--- config.mk ---
export PLATFORM = sky130hd
export DESIGN_NAME = frame_settle_detector_top
export DESIGN_NICKNAME = d
export VERILOG_FILES = /design/src/hdl/fsd_pkg.sv /design/src/hdl/frame_settle_detector_top.sv
export SDC_FILE = /design/constraint.sdc
export NUM_CORES = 1
export LEC_CHECK = 0
export ABC_AREA = 1
export BUFFER_PORTS_ARGS = -buffer_cell sky130_fd_sc_hd__buf_2
export CAP_MARGIN = 20
export CELL_PAD_IN_SITES_DETAIL_PLACEMENT = 0
export CELL_PAD_IN_SITES_GLOBAL_PLACEMENT = 1
export CORE_AREA = 2 2 276 210
export DETAILED_ROUTE_END_ITERATION = 16
export DIE_AREA = 0 0 278 212
export PLACE_DENSITY = 0.9
export SLEW_MARGIN = 25
export SYNTH_ARGS = -nofsm -noshare
export SYNTH_HDL_FRONTEND = slang
export SYNTH_SLANG_ARGS = --single-unit
export TNS_END_PERCENT = 30
--- constraint.sdc ---
create_clock -name clk -period 8.4 [get_ports clk]
set_input_delay 0 -clock clk [delete_from_list [all_inputs] [get_ports clk]]
set_output_delay 0 -clock clk [all_outputs]
set_load 0.01 [all_outputs]
--- src/hdl/fsd_pkg.sv ---
// ----------------------------------------------------------------------------
// fsd_pkg
// Codes, constants and the hash step shared by the frame settle detector.
// ----------------------------------------------------------------------------
package fsd_pkg;

	// Input operation codes
	typedef logic [1:0] op_t;
	localparam op_t OP_BYTE      = 2'd0;
	localparam op_t OP_FRAME_END = 2'd1;
	localparam op_t OP_FORGET    = 2'd2;
	localparam op_t OP_SETTINGS  = 2'd3;

	// Result action codes
	typedef logic [1:0] action_t;
	localparam action_t ACT_CLEAR   = 2'd0;
	localparam action_t ACT_CHANGED = 2'd1;
	localparam action_t ACT_NONE    = 2'd2;
	localparam action_t ACT_SCAN    = 2'd3;

	// Configuration register indexes
	typedef logic cfg_idx_t;
	localparam cfg_idx_t REG_FRAME_SIZE  = 1'b0;
	localparam cfg_idx_t REG_SETTLE_TIME = 1'b1;

	// Sampling: stride is frame_size >> floor(log2(SAMPLE_COUNT)), forced odd
	localparam int SAMPLE_COUNT = 512;
	localparam int SAMPLE_SHIFT = $clog2(SAMPLE_COUNT + 1) - 1;

	localparam logic [23:0] POS_MAX       = 24'hFFFFFF;
	localparam logic [23:0] FRAME_SIZE_RST = 24'd1572864;
	localparam logic [31:0] SETTLE_RST    = 32'd300000;

	// FNV-1a 32-bit
	localparam logic [31:0] HASH_BASIS = 32'h811C9DC5;

	// One FNV-1a step; prime 0x01000193 = 2^24 + 2^8 + 2^7 + 2^4 + 2^1 + 1
	function automatic logic [31:0] fnv_step(input logic [31:0] h, input logic [7:0] b);
		logic [31:0] x;
		x = h ^ {24'd0, b};
		return (x << 24) + (x << 8) + (x << 7) + (x << 4) + (x << 1) + x;
	endfunction

endpackage

--- src/hdl/frame_settle_detector_top.sv ---
// ----------------------------------------------------------------------------
// frame_settle_detector_top
// Hashes sampled frame bytes and decides when a still picture is ready to scan.
//
// Usage:
//   Input channel (in_valid / in_stall) carries op, pixel_byte, now_time and
//   read_worthy. Frame bytes and settings-changed events give no result;
//   frame end and forget each give one result on the output channel
//   (out_valid / out_stall) with action and signature.
//   Path: an item that gives a result waits in the input register, and its
//   result is then held in the result register, which drives the outputs.
//   Throughput: one item per cycle while in_stall is low; the hash step,
//   the sample position update and the 63-bit time compare each fit between
//   the input and result registers, so nothing iterates.
//   When the receiver stalls, the result register holds its item; frame bytes
//   and settings events keep flowing, and the input stalls only while an item
//   that makes a result waits in the input register for the full result
//   register.
//   Reset clears the hash to the FNV basis, the byte counters, the held
//   signature, change time and scan flag, and loads frame_size = 1572864 and
//   settle_time = 300000. Configuration is written through cfg_we.
// ----------------------------------------------------------------------------
module frame_settle_detector_top
	import fsd_pkg::*;
(
	input  logic        clk,
	input  logic        arst_n,

	// configuration write port
	input  logic        cfg_we,
	input  logic        cfg_index,
	input  logic [31:0] cfg_data,

	// input channel
	input  logic        in_valid,
	output logic        in_stall,
	input  logic [1:0]  op,
	input  logic [7:0]  pixel_byte,
	input  logic [62:0] now_time,
	input  logic        read_worthy,

	// result channel
	output logic        out_valid,
	input  logic        out_stall,
	output logic [1:0]  action,
	output logic [31:0] signature
);

	// configuration registers
	logic [23:0] frame_size_q;
	logic [31:0] settle_time_q;

	// block state
	logic [31:0] hash_q;
	logic [31:0] held_sig_q;
	logic [62:0] change_time_q;
	logic        scan_done_q;
	logic [23:0] byte_pos_q;
	logic [23:0] next_pos_q;

	// input register
	logic        valid_s1;
	op_t         op_s1;
	logic [7:0]  pixel_s1;
	logic [62:0] now_s1;
	logic        worthy_s1;

	// result register
	logic        out_valid_q;
	action_t     action_q;
	logic [31:0] sig_q;

	// next-state values
	logic [31:0] hash_d;
	logic [31:0] held_sig_d;
	logic [62:0] change_time_d;
	logic        scan_done_d;
	logic [23:0] byte_pos_d;
	logic [23:0] next_pos_d;
	action_t     act_d;
	logic [31:0] sig_d;

	logic        has_result;
	logic        out_free;
	logic        go;
	logic        sample_hit;
	logic [23:0] stride;
	logic [24:0] next_sum;
	logic [63:0] time_diff;
	logic        settled;

	// handshake: the input register advances unless its result has nowhere to go
	assign has_result = (op_s1 == OP_FRAME_END) || (op_s1 == OP_FORGET);
	assign out_free   = !out_valid_q || !out_stall;
	assign go         = valid_s1 && (!has_result || out_free);
	assign in_stall   = valid_s1 && !go;

	// sampling and settle timing
	assign sample_hit = (byte_pos_q == next_pos_q) && (byte_pos_q < frame_size_q);
	assign stride     = (frame_size_q >> SAMPLE_SHIFT) | 24'd1;
	assign next_sum   = {1'b0, next_pos_q} + {1'b0, stride};
	assign time_diff  = {1'b0, now_s1} - {1'b0, change_time_q};
	assign settled    = !time_diff[63] && (time_diff[62:0] >= {31'd0, settle_time_q});

	// per-item work
	always_comb begin
		hash_d        = hash_q;
		held_sig_d    = held_sig_q;
		change_time_d = change_time_q;
		scan_done_d   = scan_done_q;
		byte_pos_d    = byte_pos_q;
		next_pos_d    = next_pos_q;
		act_d         = ACT_NONE;
		sig_d         = hash_q;
		unique case (op_s1)
			OP_BYTE: begin
				if (sample_hit) begin
					hash_d     = fnv_step(hash_q, pixel_s1);
					next_pos_d = next_sum[24] ? POS_MAX : next_sum[23:0];
				end
				if (byte_pos_q != POS_MAX) begin
					byte_pos_d = byte_pos_q + 24'd1;
				end
			end
			OP_FRAME_END: begin
				hash_d     = HASH_BASIS;
				byte_pos_d = 24'd0;
				next_pos_d = 24'd0;
				priority if (!worthy_s1) begin
					if (held_sig_q != 32'd0) begin
						held_sig_d  = 32'd0;
						scan_done_d = 1'b0;
						act_d       = ACT_CLEAR;
					end
				end else if (hash_q != held_sig_q) begin
					held_sig_d    = hash_q;
					change_time_d = now_s1;
					scan_done_d   = 1'b0;
					act_d         = ACT_CHANGED;
				end else if (scan_done_q || !settled) begin
					act_d = ACT_NONE;
				end else begin
					scan_done_d = 1'b1;
					act_d       = ACT_SCAN;
				end
			end
			OP_FORGET: begin
				scan_done_d = 1'b0;
				act_d       = ACT_CLEAR;
				sig_d       = 32'd0;
			end
			OP_SETTINGS: begin
				scan_done_d = 1'b0;
			end
		endcase
	end

	// configuration writes
	always_ff @(posedge clk or negedge arst_n) begin
		if (!arst_n) begin
			frame_size_q  <= FRAME_SIZE_RST;
			settle_time_q <= SETTLE_RST;
		end else if (cfg_we) begin
			unique case (cfg_index)
				REG_FRAME_SIZE:  frame_size_q  <= cfg_data[23:0];
				REG_SETTLE_TIME: settle_time_q <= cfg_data;
			endcase
		end
	end

	// input register
	always_ff @(posedge clk or negedge arst_n) begin
		if (!arst_n) begin
			valid_s1 <= 1'b0;
		end else if (in_valid && !in_stall) begin
			valid_s1 <= 1'b1;
		end else if (go) begin
			valid_s1 <= 1'b0;
		end
	end

	always_ff @(posedge clk) begin
		if (in_valid && !in_stall) begin
			op_s1     <= op;
			pixel_s1  <= pixel_byte;
			now_s1    <= now_time;
			worthy_s1 <= read_worthy;
		end
	end

	// state update
	always_ff @(posedge clk or negedge arst_n) begin
		if (!arst_n) begin
			hash_q        <= HASH_BASIS;
			held_sig_q    <= 32'd0;
			change_time_q <= 63'd0;
			scan_done_q   <= 1'b0;
			byte_pos_q    <= 24'd0;
			next_pos_q    <= 24'd0;
		end else if (go) begin
			hash_q        <= hash_d;
			held_sig_q    <= held_sig_d;
			change_time_q <= change_time_d;
			scan_done_q   <= scan_done_d;
			byte_pos_q    <= byte_pos_d;
			next_pos_q    <= next_pos_d;
		end
	end

	// result register
	always_ff @(posedge clk or negedge arst_n) begin
		if (!arst_n) begin
			out_valid_q <= 1'b0;
		end else if (go && has_result) begin
			out_valid_q <= 1'b1;
		end else if (!out_stall) begin
			out_valid_q <= 1'b0;
		end
	end

	always_ff @(posedge clk) begin
		if (go && has_result) begin
			action_q <= act_d;
			sig_q    <= sig_d;
		end
	end

	assign out_valid = out_valid_q;
	assign action    = action_q;
	assign signature = sig_q;

endmodule
* Word-level counts from Yosys, hierarchy flattened
Index checks and enable logic that the tools add are counted.
Storage, ports and cells: flip-flop bits (word level) 342, bits of input ports 112, output and inout port bits 36
Cells by class: $add $sub $neg 8, order comparisons 2, equal/unequal tests 12, mux-type cells 24, bitwise logic cells 2, reductions and logical operators 31
Operators by type and width (number):
- adder 32 bit | 5
- 2-to-1 mux 32 bit | 4
- case mux 24 bit (2 select lines) | 2
- 2-to-1 mux 24 bit | 3
- case mux 32 bit (2 select lines) | 1
- subtractor 63 x 63 -> 64 bit | 1
- greater-or-equal comparator 63 x 32 -> 1 bit | 1
- inequality test 32 bit | 1
- nonzero test 32 bit | 1
- bitwise XOR 32 x 8 -> 32 bit | 1
- adder 24 x 15 -> 25 bit | 1
- adder 24 x 1 -> 24 bit, second input constant | 1
- equality test 24 bit | 1
- < comparator 24 bit | 1
- inequality test 24 bit, second input constant | 1
- AND reduction 4 bit | 3
- 2-to-1 mux 1 bit | 9
- nonzero test 2 bit | 4
- zero test 1 bit | 7
- logical AND 1 bit | 6
- 2-to-1 mux 2 bit | 3
- AND reduction 3 bit | 2
- equality test 2 bit, second input constant | 2
- logical OR 1 bit | 4
- other kinds (11) | 14

* Depth between registers and ports, before layout
depth in word-level cells 10, mapped depth 31

* Least setup slack after synthesis
No wires, ideal clock.
kind reg-to-reg, from reg op_s1[0], to reg now_s1[0], enable pin, setup time 0.506 ns, arrival time 4.040 ns, setup slack 3.853 ns, stages on the path, launching flop included 6, buffers on the path 0, period minus slack after synthesis 4.547 ns, cells stage by stage edfxtp_1 inv_1 ha_1 nand3_1 nor2_1 nor2_1
On the way: cells in the longest elaborated chain, start to end 9, elaborated cells between the ends (all ways) 10, classes of those cells eq/ne: 2; reduce/logical: 8
Ends and longest elaborated chain:
- from (decl) | line frame_settle_detector_top.sv:63 | op_t op_s1;
- from (signal assigned) | line frame_settle_detector_top.sv:184 | op_s1 <= op;
- equality test 2 x 1 -> 1 bit / equality test 2 bit (equally long branches) | line frame_settle_detector_top.sv:93 | assign has_result = (op_s1 == OP_FRAME_END) || (op_s1 == OP_FORGET);
- logical OR 1 bit * | line frame_settle_detector_top.sv:93
- zero test 1 bit * | line frame_settle_detector_top.sv:95 | assign go = valid_s1 && (!has_result || out_free);
- logical OR 1 bit * | line frame_settle_detector_top.sv:95
- logical AND 1 bit * | line frame_settle_detector_top.sv:95
- zero test 1 bit * | line frame_settle_detector_top.sv:96 | assign in_stall = valid_s1 && !go;
- logical AND 1 bit * | line frame_settle_detector_top.sv:96
- net in_stall | line frame_settle_detector_top.sv:36 | output logic in_stall,
- zero test 1 bit * | line frame_settle_detector_top.sv:183 | if (in_valid && !in_stall) begin
- logical AND 1 bit * | line frame_settle_detector_top.sv:183
- to (signal assigned) | line frame_settle_detector_top.sv:186 | now_s1 <= now_time;
- to (decl) | line frame_settle_detector_top.sv:65 | logic [62:0] now_s1;
Mark *: on every way through the listed nets, which the timed path passes. The rest lies on a longest branch. A chain may end at the register's enable or synchronous reset.

* Final worst setup path
from reg hash_q[3], to reg hash_q[28]
On the way: cells in the longest elaborated chain, start to end 8
Ends and longest elaborated chain:
- from (decl) | line frame_settle_detector_top.sv:54 | logic [31:0] hash_q;
- from (signal assigned) | line frame_settle_detector_top.sv:201 | hash_q <= hash_d;
- bitwise XOR 32 x 8 -> 32 bit * | line fsd_pkg.sv:40 | x = h ^ {24'd0, b};
- adder 32 bit (4 in a row) | line fsd_pkg.sv:41 | return (x << 24) + (x << 8) + (x << 7) + (x << 4) + (x << 1) + x;
- adder 32 bit * | line fsd_pkg.sv:41
- 2-to-1 mux 32 bit * | line frame_settle_detector_top.sv:117 | if (sample_hit) begin
- case mux 32 bit (2 select lines) * | line frame_settle_detector_top.sv:115 | unique case (op_s1)
Every way passes the cells marked *; elsewhere a longest branch is shown, timed or not. The select of a mux whose other input is x is not followed.

==> impl_metrics.toml <==
[outcome]
outcome = "complete, but fails checks"
failed_checks = "hold timing"

[sta]
finalWorstPathRequiredPeriod_ns = 4.77
timing_max_transition_violations_final = 0
worst_slew_margin_rel_pct = 33.8
hold_violations = 3
clock_skew_ns = 0.0308
final.period_utilization_pct = 56.8
max_freq_ghz = 0.209
finalSetupViolCount = 0
finalWorstSetupSlack_ns = 3.63
timing.hold.ws_ns = -0.0127
setup-tns-final_ns = 0
rsz_0062_raised_after_global_routing = "no"
worst-slew-pin-transition_ns = 0.993

[placement]
place_worst_setup_slack_ns = 3.65
dp.final_hpwl_mm = 56.0
global_placement_routability_congestion = 0.968
post-place-cells = 4096
io_buffers = 147

[synth]
synth_flop_cell = "dfrtp_1"
ys.warnings.count = 0
syn-num-nets = 3643
synth_sequential_area_ratio_pct = 36.5
synth.ff_latch_count = 342
post_synth_instance_area_mm2 = 0.0250
post_synth.cell_area_avg_um2 = 7.68
ys_async_sr_fraction_pct = 68.4
synth_cell_types = 46
netlist_instances = 3253
number_of_flops_mapped_to_enable_cells_by_yosys = 108

[detailed_routing]
dr.first_iter.drc_count = 1721
vias_per_cell = 5.08
drt_wl_total_mm = 71.9
drcViolationCount = 0
postRouteAntennaNets = 0
wl_per_cell_um = 16.8
number_of_detailed_routing_iterations_run_before_antenna_repair = 6
route.vias.total = 21700

[critical_path]
regToRegEndpoint = "hash_q[28]$_DFFE_PN0P_"
setup.worst_path.start = "hash_q[3]$_DFFE_PN0P_"
worstPathArrival_ns = 5.21
cp_max_fo = 5
crit_end = "hash_q[28]$_DFFE_PN0P_"
timing.reg2reg.worst_path_depth = 17
cp_data_required_time_ns = 8.83
startpoint_type = "flip-flop"
crit_type = "reg -> reg"
ff2ff_setup_slack_ns = 3.63
crit_path_end_kind = "flip-flop"
timing.rr.start = "hash_q[3]$_DFFE_PN0P_"

[floorplan]
initial_cell_density_of_the_core_pct = 44.2
die_height_um = 212
io-pin-count = 148
die_w_um = 278
row_count = 76
die-area_mm2 = 0.0589
design.core.area_mm2 = 0.0566

[final_layout]
fill_cells = 5441
area.growth.synth_to_final_pct = 15.5
antenna_cells_inserted = 0
final_net_count = 3894
post_route_cells_drive_above_1_share_pct = 8.94
finalNonFillerCells = 4274

[clock_tree]
cts_max_path_buffers = 3
clock_insertion_delay_worst_skew_ns = 0.58
clock_tree_from_tritoncts = "done"
tritoncts.num_buffers = 37
clk_pin_slew_worst_paths_ns = 0.06
ctsHtreeMaxLevel = 2
root_buffer_cell = "clkbuf_16"
clkSinkCount = 342

[global_routing]
grt_overflow_total = 0
grt_max_degree = 159
grtUsageTotal_pct = 24.7
initial_antenna_violation_count = 0
grt_first_pass_wirelength_mm = 114
first_global_vias = 20800

[hold_path]
min_path_type = "in -> async"

[flow_run]
maximum_capacitance_violations = 0
==> synthesized netlist by cell type (4+ instances only) <==
library cell	instances	area [um^2]
clkbuf_1	41	154
o22ai_1	26	163
or2_2	5	31.3
nand2_2	31	194
xor2_1	56	490
o21ai_0	150	751
inv_1	606	2270
dfstp_2	24	631
inv_2	9	33.8
a21oi_1	229	1150
nand2_1	815	3060
xnor2_1	40	350
nor4_1	25	156
ha_1	195	2440
nor2_2	12	75.1
a31oi_1	9	56.3
nor3_2	9	90.1
edfxtp_1	108	3240
nor2_1	294	1100
o21ai_1	5	25.0
dfrtp_1	210	5260
nand3_2	6	60.1
nand3_1	105	526
nand4_1	47	294
o221ai_1	4	35.0
o21a_1	6	45.0
fa_1	83	1660
nand3b_1	11	82.6
o211ai_1	6	45.0
nor3_1	45	225
o21bai_1	5	37.5
buf_2	8	40.0
==> critical path, cell delays in order (launching register included) <==
cell and delay [ns]:
dfrtp_1 0.41, xnor2_1 0.49, inv_1 0.24, fa_1 0.57
fa_1 0.50, ha_1 0.30, ha_1 0.36, a21oi_1 0.14
nand2_1 0.09, a21boi_1 0.27, inv_1 0.08, a21oi_1 0.28
inv_1 0.08, a21oi_1 0.27, o21bai_1 0.16, a31oi_1 0.19
xor2_1 0.16, o22ai_1 0.08
==> placed cells by master, fill, tap and decap left out, types with 11 or more instances in the layout <==
master         netlist  routed
a21oi_1            229     229
nor4_1              25      25
nor3_1              45      45
clkbuf_16            0      39
ha_1               195     195
nand3b_1            11      11
xor2_1              56      56
nor2_1             294     292
nand4_1             47      47
nor2_2              12      12
dlygate4sd3_1        0     110
xnor2_1             40      40
nand3_1            105     104
nand2_1            815     814
dfstp_2             24      24
o21ai_0            150     150
nand2_2             31      31
buf_2                8     146
inv_1              606     606
fa_1                83      83
o22ai_1             26      26
dfrtp_1            210     210
edfxtp_1           108     108
==> metrics by stage <==
step / util [%] / area, um^2
floorplan: - / 25000
global placement: 46.9 / 26500
detailed placement: 46.9 / 26500
CTS: 51.0 / 28800
global route: 51.0 / 28800
finish: 51.0 / 28800
==> what timing repair did <==
| item | CTS | global route |
|---|---|---|
| hold buffers | 110 | 0 |
| resized for setup | 0 | 0 |
| hold endpoints to repair | 208 | 0 |
| setup buffers | 0 | 0 |
==> sequential cells by signal, indices dropped and copies added (netlist names) <==
register / flops
pixel_s1: 8
valid_s1: 1
hash_q: 32
signature: 32
change_time_q: 63
action: 2
out_valid: 1
frame_size_q: 24
scan_done_q: 1
held_sig_q: 32
byte_pos_q: 24
worthy_s1: 1
now_s1: 63
settle_time_q: 32
next_pos_q: 24
op_s1: 2
==> cell families (layout without fill, tap and decap cells) <==
| logic type | Yosys count | count (layout) | synth area share (%) |
|---|---|---|---|
| xor+xnor | 96 | 96 | 3.37 |
| flops | 342 | 342 | 36.5 |
| fa+ha+maj | 278 | 278 | 16.4 |
| buf+inv | 669 | 949 | 10.1 |
| simple gates | 1417 | 1417 | 24.0 |
| compound gates | 451 | 451 | 9.57 |
==> worst min path at each step <==
stage	start	slack, ns	to	cells past startpoint
after floorplan	arst_n	-0.30	byte_pos_q[0]$_DFFE_PN0P_	0
after global placement	arst_n	0.01	change_time_q[7]$_DFFE_PN0P_	1
after detailed placement	arst_n	0.01	change_time_q[7]$_DFFE_PN0P_	1
after CTS	arst_n	0.01	change_time_q[9]$_DFFE_PN0P_	2
after global routing	arst_n	0.05	change_time_q[9]$_DFFE_PN0P_	2
final	arst_n	-0.01	change_time_q[7]$_DFFE_PN0P_	2
==> final cells by class <==
cell class / instances / area (um^2) / share of cell area (%)
timing repair buffer: 266 / 1930 / 6.68
multi-input combinational: 2242 / 13400 / 46.3
inverter: 615 / 2310 / 8.00
tap: 741 / 927 / 3.21
sequential: 342 / 9130 / 31.6
clock inverter: 17 / 141 / 0.490
clock buffer: 51 / 1050 / 3.64
==> layer usage <==
metal	wire length, um	GRT usage [%]	vias up
met3	5270	4.64	100
li1	-	-	10900
met2	30400	36.9	651
met1	34200	36.3	10100
met5	0	0	-
met4	1970	7.29	0
Power is left out: the tool's default activity adds up to more than one toggle a clock period on the data nets, which glitch-free logic cannot reach.
